[config.mk]
export PLATFORM = sky130hd
export DESIGN_NAME = deadline_job_scheduler
export DESIGN_NICKNAME = d
export VERILOG_FILES = /design/src/rtl/djs_pkg.sv /design/src/rtl/djs_job_cell.sv /design/src/rtl/djs_slot_cell.sv /design/src/rtl/deadline_job_scheduler.sv
export SDC_FILE = /design/constraint.sdc
export NUM_CORES = 2
export LEC_CHECK = 0
export BUFFER_PORTS_ARGS = -buffer_cell sky130_fd_sc_hd__buf_2
export CORE_AREA = 10 10 451 453
export CTS_CLUSTER_SIZE = 10
export DETAILED_ROUTE_END_ITERATION = 8
export DIE_AREA = 0 0 461 463
export PLACE_DENSITY = 0.64
export RECOVER_POWER = 100
export SLEW_MARGIN = 20
export SYNTH_ARGS = -nofsm -noshare
export SYNTH_HDL_FRONTEND = slang
export SYNTH_SLANG_ARGS = --single-unit
[constraint.sdc]
create_clock -name clk -period 5.9 [get_ports clk]
set_clock_uncertainty 0.2 [all_clocks]
set_input_delay 0.295 -clock clk [delete_from_list [all_inputs] [get_ports clk]]
set_output_delay 0.295 -clock clk [all_outputs]
set_load 0.01 [all_outputs]
[src/rtl/djs_pkg.sv]
// Shared types and constants for the deadline job scheduler.
// No dependencies.
package djs_pkg;

    localparam int ID_W     = 8;
    localparam int DL_W     = 8;
    localparam int PROFIT_W = 16;
    localparam int SLOT_W   = 6;
    localparam int TOTAL_W  = 21;
    localparam logic [TOTAL_W-1:0] TOTAL_MAX = {TOTAL_W{1'b1}};

    typedef enum logic [3:0] {
        ST_LOAD  = 4'b0001,
        ST_PLACE = 4'b0010,
        ST_EMIT  = 4'b0100,
        ST_EMPTY = 4'b1000
    } state_t;

    // Slot cell command, broadcast to the whole row of slot cells.
    typedef struct packed {
        logic       clear;
        logic       place;
        logic [6:0] deadline;
        logic       shift;
    } slot_cmd_t;

endpackage

[src/rtl/djs_job_cell.sv]
// One job cell: holds a loaded job and its live flag (cleared when taken).
// Depends on djs_pkg.
module djs_job_cell
    import djs_pkg::*;
(
    input  logic                clk,
    input  logic                rst_n,
    input  logic                clear,
    input  logic                load,
    input  logic [ID_W-1:0]     load_id,
    input  logic [6:0]          load_deadline,
    input  logic [PROFIT_W-1:0] load_profit,
    input  logic                take,
    output logic                live,
    output logic [ID_W-1:0]     id,
    output logic [6:0]          deadline,
    output logic [PROFIT_W-1:0] profit
);

    logic                live_reg, live_next;
    logic [ID_W-1:0]     id_reg;
    logic [6:0]          dl_reg;
    logic [PROFIT_W-1:0] profit_reg;

    always_comb
    begin
        live_next = live_reg;
        if (clear)
            live_next = 1'b0;
        else if (load)
            live_next = 1'b1;
        else if (take)
            live_next = 1'b0;
    end

    always_ff @(posedge clk or negedge rst_n)
    begin
        if (!rst_n)
            live_reg <= 1'b0;
        else
            live_reg <= live_next;
    end

    always_ff @(posedge clk)
    begin
        if (load)
        begin
            id_reg     <= load_id;
            dl_reg     <= load_deadline;
            profit_reg <= load_profit;
        end
    end

    assign live     = live_reg;
    assign id       = id_reg;
    assign deadline = dl_reg;
    assign profit   = profit_reg;

endmodule

[src/rtl/djs_slot_cell.sv]
// One slot cell: occupancy, owner id and profit; shifts toward slot 1 on emit.
// Depends on djs_pkg.
module djs_slot_cell
    import djs_pkg::*;
(
    input  logic                clk,
    input  logic                rst_n,
    input  slot_cmd_t           cmd,
    input  logic [6:0]          slot_index,
    input  logic                later_free,
    input  logic                in_used,
    input  logic [ID_W-1:0]     in_id,
    input  logic [PROFIT_W-1:0] in_profit,
    input  logic [ID_W-1:0]     place_id,
    input  logic [PROFIT_W-1:0] place_profit,
    output logic                free_here,
    output logic                used,
    output logic [ID_W-1:0]     id,
    output logic [PROFIT_W-1:0] profit
);

    logic                used_reg, used_next;
    logic [ID_W-1:0]     id_reg;
    logic [PROFIT_W-1:0] profit_reg;
    logic                hit;

    // Free and within the deadline: candidate slot.
    assign free_here = !used_reg && (slot_index <= cmd.deadline);
    // Latest candidate wins: no later cell is a candidate.
    assign hit = cmd.place && free_here && !later_free;

    always_comb
    begin
        used_next = used_reg;
        if (cmd.clear)
            used_next = 1'b0;
        else if (cmd.shift)
            used_next = in_used;
        else if (hit)
            used_next = 1'b1;
    end

    always_ff @(posedge clk or negedge rst_n)
    begin
        if (!rst_n)
            used_reg <= 1'b0;
        else
            used_reg <= used_next;
    end

    always_ff @(posedge clk)
    begin
        if (cmd.shift)
        begin
            id_reg     <= in_id;
            profit_reg <= in_profit;
        end
        else if (hit)
        begin
            id_reg     <= place_id;
            profit_reg <= place_profit;
        end
    end

    assign used   = used_reg;
    assign id     = id_reg;
    assign profit = profit_reg;

endmodule

[src/rtl/deadline_job_scheduler.sv]
// Deadline job scheduler top level: job cell row, slot cell row, control.
// Steps: each job is loaded into the next job cell. After the last job, each pick scans
// the stored jobs for the largest live profit and then places it; the picks and a closing
// scan that finds no job are followed by a shift of the slot row out through slot 1.
// busy is high from the last job to the end of the slot walk, and through the empty
// result if there is one; receiver cannot stall. Reset clears count and slots.
module deadline_job_scheduler
    import djs_pkg::*;
#(
    parameter int MAX_JOBS  = 32,
    parameter int MAX_SLOTS = 32
)
(
    input  logic                clk,
    input  logic                rst_n,
    input  logic                start,
    output logic                busy,
    input  logic [ID_W-1:0]     job_id,
    input  logic [DL_W-1:0]     deadline,
    input  logic [PROFIT_W-1:0] profit,
    input  logic                last_job,
    output logic                strobe,
    output logic                has_job,
    output logic [SLOT_W-1:0]   slot_number,
    output logic [ID_W-1:0]     scheduled_id,
    output logic [TOTAL_W-1:0]  total_profit,
    output logic                overflow,
    output logic                last_result
);

    localparam int JCW = $clog2(MAX_JOBS + 1);
    localparam int JIW = $clog2(MAX_JOBS);
    localparam int SCW = $clog2(MAX_SLOTS + 1);

    state_t                state_reg, state_next;
    logic [JCW-1:0]        count_reg;
    logic                  drop_reg;
    logic                  phase_reg;   // 0: search max, 1: place
    logic [JIW-1:0]        scan_reg, best_reg;
    logic                  found_reg;
    logic [SCW-1:0]        emit_reg;
    logic [TOTAL_W:0]      run_reg;
    logic                  any_reg;

    logic                  accept, store;
    logic [6:0]            dl_clamp;
    logic [MAX_JOBS-1:0]   j_live;
    logic [ID_W-1:0]       j_id [MAX_JOBS];
    logic [6:0]            j_dl [MAX_JOBS];
    logic [PROFIT_W-1:0]   j_pr [MAX_JOBS];
    logic                  clear_set;
    slot_cmd_t             scmd;
    logic [MAX_SLOTS:0]    later;
    logic [MAX_SLOTS-1:0]  s_free, s_used;
    logic [ID_W-1:0]       s_id [MAX_SLOTS+1];
    logic [PROFIT_W-1:0]   s_pr [MAX_SLOTS+1];
    logic                  cur_better;
    logic [TOTAL_W:0]      run_add;
    logic                  emit_any;

    assign busy   = (state_reg != ST_LOAD);
    assign accept = start && !busy;
    assign store  = accept && (count_reg < JCW'(MAX_JOBS));
    assign dl_clamp = (deadline > DL_W'(MAX_SLOTS)) ? 7'(MAX_SLOTS) : 7'(deadline);

    genvar g;
    generate
        for (g = 0; g < MAX_JOBS; g++)
        begin : g_job
            djs_job_cell u_job (
                .clk          (clk),
                .rst_n        (rst_n),
                .clear        (clear_set),
                .load         (store && (count_reg[JIW-1:0] == JIW'(g))),
                .load_id      (job_id),
                .load_deadline(dl_clamp),
                .load_profit  (profit),
                .take         ((state_reg == ST_PLACE) && phase_reg && found_reg
                               && (best_reg == JIW'(g))),
                .live         (j_live[g]),
                .id           (j_id[g]),
                .deadline     (j_dl[g]),
                .profit       (j_pr[g])
            );
        end
    endgenerate

    assign later[MAX_SLOTS] = 1'b0;
    assign s_id[MAX_SLOTS]  = '0;
    assign s_pr[MAX_SLOTS]  = '0;

    always_comb
    begin
        scmd.clear    = clear_set;
        scmd.place    = (state_reg == ST_PLACE) && phase_reg && found_reg;
        scmd.deadline = j_dl[best_reg];
        scmd.shift    = (state_reg == ST_EMIT);
    end

    generate
        for (g = 0; g < MAX_SLOTS; g++)
        begin : g_slot
            logic nxt_used;
            assign nxt_used = (g == MAX_SLOTS - 1) ? 1'b0 : s_used[(g + 1) % MAX_SLOTS];
            assign later[g] = later[g + 1] || s_free[g];
            djs_slot_cell u_slot (
                .clk         (clk),
                .rst_n       (rst_n),
                .cmd         (scmd),
                .slot_index  (7'(g + 1)),
                .later_free  (later[g + 1]),
                .in_used     (nxt_used),
                .in_id       (s_id[g + 1]),
                .in_profit   (s_pr[g + 1]),
                .place_id    (j_id[best_reg]),
                .place_profit(j_pr[best_reg]),
                .free_here   (s_free[g]),
                .used        (s_used[g]),
                .id          (s_id[g]),
                .profit      (s_pr[g])
            );
        end
    endgenerate

    // Strictly greater keeps the earlier-loaded job on ties.
    assign cur_better = j_live[scan_reg] && (!found_reg || (j_pr[scan_reg] > j_pr[best_reg]));
    assign run_add    = run_reg + (TOTAL_W + 1)'(s_pr[0]);
    // A slot seen so far, including the one at the head of the row this cycle.
    assign emit_any   = any_reg || s_used[0];
    assign clear_set  = (state_reg == ST_EMIT && emit_reg == SCW'(MAX_SLOTS - 1) && emit_any)
                     || (state_reg == ST_EMPTY);

    always_comb
    begin
        state_next = state_reg;
        unique case (state_reg)
            ST_LOAD:  if (accept && last_job) state_next = ST_PLACE;
            ST_PLACE: if (phase_reg && !found_reg) state_next = ST_EMIT;
            ST_EMIT:
                if (emit_reg == SCW'(MAX_SLOTS - 1))
                    state_next = emit_any ? ST_LOAD : ST_EMPTY;
            ST_EMPTY: state_next = ST_LOAD;
            default:  state_next = ST_LOAD;
        endcase
    end

    always_ff @(posedge clk or negedge rst_n)
    begin
        if (!rst_n)
        begin
            state_reg <= ST_LOAD;
            count_reg <= '0;
            drop_reg  <= 1'b0;
            phase_reg <= 1'b0;
            scan_reg  <= '0;
            best_reg  <= '0;
            found_reg <= 1'b0;
            emit_reg  <= '0;
            run_reg   <= '0;
            any_reg   <= 1'b0;
        end
        else
        begin
            state_reg <= state_next;
            if (store)
                count_reg <= count_reg + 1'b1;
            else if (accept)
                drop_reg <= 1'b1;
            if (clear_set)
            begin
                count_reg <= '0;
                drop_reg  <= 1'b0;
            end
            unique case (state_reg)
                ST_PLACE:
                begin
                    if (!phase_reg)
                    begin
                        // Walk the job row for the largest live profit.
                        if (cur_better)
                        begin
                            best_reg  <= scan_reg;
                            found_reg <= 1'b1;
                        end
                        if (JCW'(scan_reg) == count_reg - 1'b1 || count_reg == '0)
                            phase_reg <= 1'b1;
                        else
                            scan_reg <= scan_reg + 1'b1;
                    end
                    else
                    begin
                        phase_reg <= 1'b0;
                        scan_reg  <= '0;
                        found_reg <= 1'b0;
                        emit_reg  <= '0;
                        run_reg   <= '0;
                        any_reg   <= 1'b0;
                    end
                end
                ST_EMIT:
                begin
                    emit_reg <= emit_reg + 1'b1;
                    if (s_used[0])
                    begin
                        run_reg <= run_add;
                        any_reg <= 1'b1;
                    end
                end
                default: ;
            endcase
        end
    end

    // Final result: last used slot, i.e. no used slot above cell 0.
    logic more_used;
    assign more_used = |(s_used >> 1);

    always_comb
    begin
        strobe       = 1'b0;
        has_job      = 1'b0;
        slot_number  = '0;
        scheduled_id = '0;
        total_profit = '0;
        overflow     = drop_reg;
        last_result  = 1'b0;
        if (state_reg == ST_EMIT && s_used[0])
        begin
            strobe       = 1'b1;
            has_job      = 1'b1;
            slot_number  = SLOT_W'(emit_reg + 1'b1);
            scheduled_id = s_id[0];
            total_profit = run_add[TOTAL_W] ? TOTAL_MAX : run_add[TOTAL_W-1:0];
            last_result  = !more_used;
        end
        else if (state_reg == ST_EMPTY)
        begin
            strobe      = 1'b1;
            last_result = 1'b1;
        end
    end

    a_no_accept_busy: assert property (@(posedge clk) disable iff (!rst_n)
        busy |-> !accept) else $error("accept while busy");
    a_count_bound: assert property (@(posedge clk) disable iff (!rst_n)
        count_reg <= JCW'(MAX_JOBS)) else $error("job count over limit");
    a_empty_once: assert property (@(posedge clk) disable iff (!rst_n)
        state_reg == ST_EMPTY |=> state_reg == ST_LOAD) else $error("empty result repeated");
    a_last_ends: assert property (@(posedge clk) disable iff (!rst_n)
        (strobe && last_result) |=> !strobe) else $error("result after final result");

endmodule

# == Word level (Yosys, flattened, before mapping) ==
# Index checks and enable logic that the tools add are counted.
# word_totals
out_inout_bits,40
wordCells,1098
regBits,1876
input_bits,36
# classes
magnitude_cmp,38
n_bitwise,3
add_sub_neg,5
mux,363
n_reduce_logical,379
eq_ne,76
# op_table
operator,n
2-to-1 mux 16 bit,66
2-to-1 mux 8 bit,65
2-to-1 mux 1 bit,206
nonzero test 3 bit,64
logical AND 1 bit,169
binary-select mux 16 bit (select 5 bit),2
"equality test 5 bit, second input constant",32
"<= comparator 5 x 7 -> 1 bit, first input constant",16
"equality test 5 x 4 -> 1 bit, second input constant",16
nonzero test 2 bit,35
logical NOT 1 bit,66
"<= comparator 4 x 7 -> 1 bit, first input constant",8
2-to-1 mux 22 bit,2
case mux 22 bit (2 select lines),1
2-to-1 mux 21 bit,2
binary-select mux 8 bit (select 5 bit),1
"equality test 5 x 3 -> 1 bit, second input constant",8
binary-select mux 7 bit (select 5 bit),1
logical OR 1 bit,34
OR reduction 31 bit,1
"<= comparator 3 x 7 -> 1 bit, first input constant",4
2-to-1 mux 6 bit,4
adder 22 x 16 -> 22 bit,1
2-to-1 mux 7 bit,3
other kinds (34),57

# == Depth between registers and ports, before layout ==
# logic_depth
depth_word,41
mapped_depth,24
ltp_nobuf,17

# == Modules after synthesis ==
# From an unflattened synthesis, not the netlist that was laid out.
# unflattened
hier_cells,5133
hier_area_um2,88243.4
# by_module_without_submodules
mod,n_inst,cells_each,area_each_um2,seq_area_each_um2
djs_slot_cell,32,85,1263.7,745.7
djs_job_cell,32,35,974.7,955.9
deadline_job_scheduler,1,1293,16614.7,1302.5

# == Worst setup path after synthesis ==
# No wires, ideal clock.
# synth_timing
kind,register to register
from,register best_reg[0]
to,register g_slot[2].u_slot.id_reg[0] (enable)
t_arrival_ns,5.042
n_path_buf,2
slack_ns,0.216
setup_time_ns,0.442
stages_incl_launch_ff,13
synth_period_minus_slack_ns,5.684
required_time_ns,5.258
path_cell_list,dfrtp_1 buf_6 mux4_2 a2111oi_2 a2111oi_4 buf_4 nor2_1 o211ai_1 a221oi_1 nand4_1 nor4_4 nand3_1 o31ai_1
# synth_via
elab_chain_cells,37
elab_cells_between_ends,96
cone_classes,30 x order compare; 3 x mux; 1 x bitwise; 62 x reduce/logical
# synth_rtl
element,line_no,text
from (decl),deadline_job_scheduler.sv:39,"logic [JIW-1:0] scan_reg, best_reg;"
from (signal assigned),deadline_job_scheduler.sv:182,best_reg <= scan_reg;
inverter 5 -> 6 bit (not written as such) (*),deadline_job_scheduler.sv:96,scmd.deadline = j_dl[best_reg];
binary-select mux 7 bit (select 5 bit) (*),deadline_job_scheduler.sv:96,
2-to-1 mux 7 bit (not written as such) (*) (2 in a row),deadline_job_scheduler.sv:96,
<= comparator 6 x 7 -> 1 bit / <= comparator 5 x 7 -> 1 bit (equally long branches),djs_slot_cell.sv:28,assign free_here = !used_reg && (slot_index <= cmd.deadline);
logical AND 1 bit,djs_slot_cell.sv:28,
logical OR 1 bit (28 in a row),deadline_job_scheduler.sv:105,assign later[g] = later[g + 1] || s_free[g];
logical NOT 1 bit,djs_slot_cell.sv:30,assign hit = cmd.place && free_here && !later_free;
logical AND 1 bit (*),djs_slot_cell.sv:30,
nonzero test 2 bit (no line) (*),--,
to (signal assigned),djs_slot_cell.sv:55,id_reg <= in_id;
to (signal assigned),djs_slot_cell.sv:60,id_reg <= place_id;
to (decl),djs_slot_cell.sv:23,logic [ID_W-1:0] id_reg;
# Every way passes the cells marked *; elsewhere a longest branch is shown, timed or not. The select of a mux whose other input is x is not followed.
# A chain may end at the register's enable or synchronous reset.

# == Worst setup path in the final report ==
# layout_timing
from,register best_reg[1]
to,register best_reg[0]
# layout_via
elab_chain_cells,8
# layout_rtl
element,line_no,text
inverter 5 -> 6 bit (not written as such),deadline_job_scheduler.sv:126,assign cur_better = j_live[scan_reg] && (!found_reg || (j_pr[scan_reg] > j_pr[best_reg]));
binary-select mux 16 bit (select 5 bit),deadline_job_scheduler.sv:126,
2-to-1 mux 16 bit (not written as such) (2 in a row),deadline_job_scheduler.sv:126,
greater-than comparator 16 bit,deadline_job_scheduler.sv:126,
logical OR 1 bit,deadline_job_scheduler.sv:126,
logical AND 1 bit,deadline_job_scheduler.sv:126,
AND reduction 3 bit (no line),--,
# No other way between the ends. The select of a mux whose other input is x is not followed.

==> results.tsv <==
stage	metric	value	unit
run_status	outcome	complete, but fails checks	
run_status	violations	max-capacitance violations, max-slew violations	
synth	yosys.area.top_type	edfxtp_1	
floorplanning	io_pins	76	
floorplanning	core-area	194000	um^2
global_route	overflow	0	
cells_and_area	fillers	16600	
clocking	htreeDepth	4	
global_route	grt_usage	17.6	%
clocking	clock-sinks	1876	
clocking	clk_latency	0.87	ns
setup_path	required	6.45	ns
timing	layout_min_cycle_time	5.67	ns
job	cap_violations	46	
floorplanning	start_util	40.8	%
floorplanning	fp-row-count	162	
placed_design	port-buffer-count	75	
timing	fin_tns_setup	0	ns
synth	syn_area	79200	um^2
synth	async_flop_share	6.18	%
synth	yosysTopAreaCellShare	65.8	%
timing	timing.hold.ws	0.0844	ns
timing	min_period_over_period	96.1	%
synth	ys_types	88	
synth	ys_seq_area_share	70.1	%
synth	syn_inst	4992	
clocking	cts_tree	yes	
drt	routedWlPerCell	24.4	um
timing	max_freq	176	MHz
global_route	grt_max_degree	232	
drt	dr.pass1.iters	5	
placed_design	place_inst	7466	
cells_and_area	drive_above_1_share	17.4	%
global_route	grt_pass1_vias	44900	
clocking	clkTransAtPathRegs	0.06	ns
synth	synth_area_leaders	edfxtp_1 66%, mux4_2 13%, nor2_1 5.2%	
drt	routed_wl	191	mm
setup_path	arrival	6.22	ns
timing	rsz0062_at_grt	no	
cells_and_area	finalNonFillerCells	7833	
timing	setup-violations-final	0	
pwr	peakVddDrop	0.372	mV
pwr	p_leak	29.5	nW
placed_design	dpl.hpwl	113	mm
pwr	totalPowerFinal	45.7	mW
pwr	p_per_area	513	nW/um^2
timing	worstMarginPinSlew	2.93	ns
clocking	cts_buffer_depth	3	
floorplanning	die_h	463	um
drt	antenna_left	0	
floorplanning	die_w	461	um
setup_path	startpoint_type	flip-flop	
timing	maxSlewViolCount	1279	
synth	ys.flop_type	edfxtp_1	
clocking	numCtsBuffers	211	
setup_path	worst-setup-path-type	reg2reg	
synth	postSynthAreaPerCell	15.9	um^2
setup_path	cp_max_fo	48	
synth	synth-edff-count	1736	
clocking	cts.root.buffer_cell	clkbuf_16	
synth	yosys_warnings	0	
timing	layout_setup_ws	0.230	ns
placed_design	place_ws	0.423	ns
clocking	ctsResizeCount	0	
global_route	antenna_found_initial	7	
clocking	post-cts-setup-buffers	0	
drt	via_per_inst	5.68	
setup_path	critPathCaptureType	flip-flop	
cells_and_area	fin_nets	5248	
clocking	cts_hold_buf	31	
placed_design	routabilityCongestion	0.842	
drt	first_iter_violations	4709	
timing	finalHoldViolCount	0	
synth	synth-seq-cells	1876	
cells_and_area	syn_to_final_growth	12.6	%
hold_path	hp-class	in2reg	
global_route	grt_pass1_wl	288	mm
drt	vias	44500	
drt	drc	0	
floorplanning	die-area	213000	um^2
timing	relSlewSlack	-95.6	%
## worst paths after layout
kind	depth (start not counted)	to	slack, ns	from
min in group asynchronous	4	g_slot[31].u_slot.used	1.16	rst_n
hold reg to reg	1	state_reg[3]	0.28	any_reg
setup reg to reg	14	best_reg[0]	0.23	best_reg[1]
hold / removal	5	state_reg[0]	0.08	last_job
setup / recovery	14	best_reg[0]	0.23	best_reg[1]
max in group asynchronous	4	best_reg[0]	1.86	rst_n
## layout make-up
| class | instances | area, um^2 | area share [%] |
|---|---|---|---|
| diodes | 3 | 7.51 | 0.00842 |
| clock buffers | 304 | 5680 | 6.37 |
| clock inverters | 26 | 448 | 0.502 |
| inverters | 80 | 308 | 0.345 |
| multi-input cells | 2727 | 22200 | 24.9 |
| flip-flops and latches | 1876 | 55500 | 62.3 |
| well taps | 2542 | 3180 | 3.57 |
| repair buffers | 275 | 1800 | 2.02 |
## kinds of logic after synthesis
kind of cell / synth area share (%)
AOI/OAI and AO/OA: 5.56
other: 0.00473
muxes: 13.5
and+or+nand+nor: 7.68
adders and majority gates: 0.657
xor gates and xnor gates: 0.387
DFF: 70.1
buffers and inverters: 2.15
## metal layers
layer / wire length (um) / vias to the layer above / GRT usage (%)
met2: 96000 / 1662 / 30.0
met5: 23 / - / 0
li1: - / 19400 / -
met3: 13300 / 380 / 3.17
met1: 76300 / 23100 / 23.2
met4: 5210 / 4 / 4.98
## per-stage QoR
| stage | instance area (um^2) | utilization (%) |
|---|---|---|
| 2_1_floorplan | 79300 | - |
| 3_3_place_gp | 83200 | 42.8 |
| 3_5_place_dp | 83200 | 42.8 |
| 4_1_cts | 89600 | 46.2 |
| 5_1_grt | 89200 | 45.9 |
| 6_report | 89200 | 45.9 |
## report_power, final
| part | internal [mW] | total [mW] | switching, mW |
|---|---|---|---|
| combinational | 6.43 | 15.3 | 8.83 |
| clock | 6.71 | 11.8 | 5.08 |
| sequential | 17.7 | 18.7 | 0.923 |
| total | 30.9 | 45.7 | 14.8 |
## placed cells by master (no fill, tap or decap), drive strengths merged, types with 34 or more instances in the layout
cell    count
edfxtp   1736
o21ai     113
clkbuf    464
inv        77
buf        82
dfrtp     115
o21a      262
ha         40
nor2     1101
mux4      447
a21oi     103
nand2     188
nor3       34
## synthesized netlist by cell type (all sizes together) (5+ instances only)
library cell  count
o31ai            15
a311oi            5
o211ai            5
xnor2            23
nand4            14
nor3             34
o221a            15
mux2             25
nand3            28
nor4             19
nor3b             6
mux2i            32
dfxtp            24
ha               40
a31oi            21
a21oi           103
dfrtp           115
o21a            262
and3             15
mux4            447
a21o             13
o21ai           113
nand2           188
clkbuf          269
nor2b             9
nor4b             7
buf              71
or3              10
nor2           1101
and2             19
or2               5
a211oi           31
xor2             12
o22ai             6
a2111oi          10
inv              79
nand2b           14
edfxtp         1736
## worst max-delay path, cell delays in order (launching register included)
cell      delay [ns]
dfrtp_4         0.95
buf_12          0.37
clkbuf_2        0.85
mux4_2          0.45
mux4_2          0.46
nand2_1         0.08
nand2_1         0.15
inv_1           0.11
ha_1            0.19
nand2_1         0.07
nor2_1          0.26
o21ai_0         0.25
a21oi_1         0.37
o21a_1          0.29
mux2_2          0.37
No activity file was read; power rests on OpenSTA's default activity.
